==> src/hw/rtl/fcpu_ram.sv <==
// ----------------------------------------------------------------------------
// fcpu_ram
// Generic single-write, single-read synchronous RAM with registered read.
// A read of the address being written returns the old contents.
// ----------------------------------------------------------------------------
`default_nettype none

module fcpu_ram #(
    parameter int WIDTH = 8,
    parameter int DEPTH = 256,
    localparam int AW   = $clog2(DEPTH)
) (
    input  wire logic             i_clk,
    input  wire logic             i_we,
    input  wire logic [AW-1:0]    i_waddr,
    input  wire logic [WIDTH-1:0] i_wdata,
    input  wire logic             i_re,
    input  wire logic [AW-1:0]    i_raddr,
    output logic      [WIDTH-1:0] o_rdata
);

    logic [WIDTH-1:0] r_mem [DEPTH];
    logic [WIDTH-1:0] r_rdata;

    always_ff @(posedge i_clk) begin
        if (i_we) begin
            r_mem[i_waddr] <= i_wdata;
        end
        if (i_re) begin
            r_rdata <= r_mem[i_raddr];
        end
    end

    assign o_rdata = r_rdata;

endmodule

`default_nettype wire

==> config.mk <==
export PLATFORM = sky130hd
export DESIGN_NAME = fcpu_ram
export DESIGN_NICKNAME = d
export VERILOG_FILES = /design/src/hw/rtl/fcpu_ram.sv
export SDC_FILE = /design/constraint.sdc
export NUM_CORES = 2
export LEC_CHECK = 0
export BUFFER_PORTS_ARGS = -buffer_cell sky130_fd_sc_hd__buf_2
export CELL_PAD_IN_SITES_DETAIL_PLACEMENT = 2
export CELL_PAD_IN_SITES_GLOBAL_PLACEMENT = 2
export CORE_MARGIN = 2
export CORE_UTILIZATION = 45
export DETAILED_ROUTE_END_ITERATION = 6
export GPL_ROUTABILITY_DRIVEN = 0
export PLACE_DENSITY_LB_ADDON = 0.1
export SYNTH_ARGS = -nofsm -noshare
export SYNTH_HDL_FRONTEND = slang
export SYNTH_SLANG_ARGS = --single-unit
export TNS_END_PERCENT = 100
==> constraint.sdc <==
create_clock -name i_clk -period 3.9 [get_ports i_clk]
set_input_delay 0.585 -clock i_clk [delete_from_list [all_inputs] [get_ports i_clk]]
set_output_delay 0.585 -clock i_clk [all_outputs]
set_load 0.005 [all_outputs]
==> reports/metrics.yaml <==
detailed_routing:
  vias: 41200
  highest_layer: "met5"
  drt_iter0_drc: 4710
  wirelength_met1_mm: 101
  ant_nets: 0
  wl_per_cell_um: 37.4
  vias_per_cell: 6.21
  met3_length_mm: 13.7
  drc: 0
  dr.pass1.iters: 5
  postRouteWirelength_mm: 248
  wl_met2_mm: 125
floorplan:
  ios: 35
  start_util_pct: 45.3
  die_h_um: 425
  fp.dieW_um: 425
  die_area_mm2: 0.180
  rows: 154
  design.core.area_mm2: 0.176
power:
  leakagePower_nw: 28.6
  internal_power_mw: 36.1
  power.share.sequential_pct: 52.7
  p_sw_share_pct: 22.1
  combPwrFrac_pct: 5.3
  power.clock.fraction_pct: 42.0
  max-vdd-ir-drop_mv: 0.530
  power_density_mw_per_mm2: 509
  netSwitchingPower_mw: 10.2
placement:
  place_hpwl_mm: 157
  port_buffers: 34
  placed_area_mm2: 0.0846
cts:
  post_cts_buffers: 0
  cts_tree: "built"
  ctsHtreeMaxLevel: 4
  cts.clk_slew.worst_paths_ns: 0.06
  clk_latency_ns: 0.86
  clock_path_buffers: 3
  cts.sinks: 2056
  ctsResizeCount: 0
  root_buffer: "clkbuf_16"
  cts_buffers: 212
  cts_hold_buffers: 0
logic_synthesis:
  synth.distinct_cells: 54
  synth-edff-count: 2056
  synth.top_cell.area_share_pct: 77.5
  yosys.area.top_type: "edfxtp_1"
  ys_seq_area_share_pct: 77.5
  dominantRegCellSynth: "edfxtp_1"
  synth_nets: 3760
  synthArstFlopShare_pct: 0
  synth_seq_cells: 2056
  synth_cells: 3733
  ys_warn_count: 0
  syn_area_mm2: 0.0796
  ys_top_cells_by_area: "edfxtp_1 78%, mux4_2 13%, mux2i_1 1.7%"
  syn_avg_cell_area_um2: 21.3
critical_path:
  max_stage_delay_ns: 0.94
  endpoint_kind: "flop"
  cp_max_fo: 28
  crit_slowest_cell: "nor2b_4"
  cp_cell_sequence: "buf_4 -> nor2b_4 -> buf_4 -> a22oi_1 -> a21oi_1 -> nor4_1 -> buf_4 -> nor4_1"
  crit_required_ns: 4.51
  worstSetupPathType: "in -> reg"
  cp-start-kind: "input pin"
  crit_arrival_ns: 3.82
  crit_top_cell: "buf_4"
global_route:
  grt_util_all_layers_pct: 27.7
  grt_max_degree: 138
  first_global_vias: 44500
  grt_first_pass_wirelength_mm: 350
  antenna_found_initial: 16
  grt-ovfl-total: 0
layout:
  design_area_mm2: 0.0911
  multi_input_area_mm2: 0.0165
  n_fill_cell: 14900
  fin_util_pct: 51.8
  seq_area_mm2: 0.0617
  final_net_count: 4138
  drive_gt1_share_pct: 27.0
  area_growth_syn_to_layout_pct: 14.4
timing:
  setup-violations-final: 0
  slew_headroom_pct: 7.09
  tightest_slew_ns: 1.39
  clock_skew_ns: 0.0324
  max_freq_ghz: 0.311
  min_period_over_period_pct: 82.3
  finalHoldViolCount: 0
  finalMaxSlewViolations: 0
  setup-tns-final_ns: 0
  min_period_ns: 3.21
  rsz0062_at_grt: "no"
hold_path:
  min_path_type: "in -> reg"
status:
  status: "finished, final reports clean"
run:
  cap_violations: 0
layout by cell type (no fill, tap or decap), drive strengths merged, types with 8 or more instances in the layout:
cell type,Yosys,layout
o221ai,47,47
a211oi,16,16
a22o,8,8
nand3,34,34
nor3,22,22
mux4,456,456
nor2b,31,31
nor2,282,282
nand4,10,10
a221oi,14,14
o21ai,12,12
buf,122,389
o22ai,28,28
nand2b,8,8
clkbuf,111,274
mux2i,134,134
edfxtp,2056,2056
nor4,27,27
clkinv,1,95
o211ai,10,10
bufinv,0,11
a21oi,96,96
a22oi,133,133
nand2,33,33
critical path, delay by kind of cell:
family          cells  cell delay [ns]
buf+inv             3             0.89
simple gates        3             1.49
compound gates      2             0.76
through the flow:
stage          setup slack [ns]  power, mW  std cells  hold WS, ns
2_1_floorplan              1.24       26.0       3733        0.684
3_3_place_gp             -0.105       27.2       6237         1.04
3_5_place_dp            -0.0889       27.3       6237         1.03
4_1_cts                   0.810       46.7       6619        0.105
5_1_grt                   0.669       47.5       6623        0.124
6_report                  0.689       46.3       6626        0.168
final timing paths:
kind | start | end | slack (ns) | cells past startpoint
min reg2reg | r_mem[19][0] | o_rdata[0] | 1.28 | 6
max | i_raddr[3] | o_rdata[3] | 0.69 | 8
max reg2reg | r_mem[83][5] | o_rdata[5] | 0.79 | 7
min | i_re | o_rdata[0] | 0.17 | 1
registers in the layout, summed over array words and instances, names as in the netlist:
name and cells:
r_mem 2048, o_rdata 8
power groups by stage:
| stage | sequential, mW | combinational (mW) | clock, mW |
|---|---|---|---|
| after floorplan | 24.9 | 1.18 | 0 |
| after global placement | 24.9 | 2.34 | 0 |
| after detailed placement | 24.9 | 2.45 | 0 |
| after CTS | 24.4 | 2.46 | 19.8 |
| after global routing | 24.4 | 2.55 | 20.5 |
| final | 24.4 | 2.44 | 19.5 |
cell usage after synthesis (13+ instances only):
cell type,n
edfxtp_1,2056
nand2_1,33
nor3_1,22
nor4_1,24
o22ai_1,28
buf_8,13
mux2i_1,134
nor2b_1,31
clkbuf_1,111
nand3_1,34
o221ai_1,46
buf_4,27
buf_1,22
a221oi_1,13
buf_6,21
mux4_2,454
nor2_1,282
a211oi_1,16
a21oi_1,96
buf_2,31
a22oi_1,133
layout make-up:
type	instances	area share [%]
clock buffers	266	6.19
inverters	2	0.00824
multi-input cells	1442	18.1
well taps	2340	3.21
clock inverters	116	0.963
flip-flops and latches	2056	67.8
repair buffers	397	3.75
diodes	7	0.0192
layer usage:
| metal | GRT usage, % | vias up |
|---|---|---|
| met1 | 37.4 | 22800 |
| met3 | 3.85 | 367 |
| met4 | 9.60 | 6 |
| li1 | - | 16500 |
| met5 | 0 | - |
| met2 | 46.3 | 1531 |
cells by family (layout without fill, tap and decap cells):
kind of cell	after synthesis	count (layout)	synth area share [%]
other	0	7	0
AO/OA/AOI/OAI	385	385	3.42
buffers and inverters	235	781	1.83
AND/OR/NAND/NOR	466	466	2.63
flip-flops	2056	2056	77.5
multiplexers	591	591	14.6
Power figures use the tool's default switching activity.
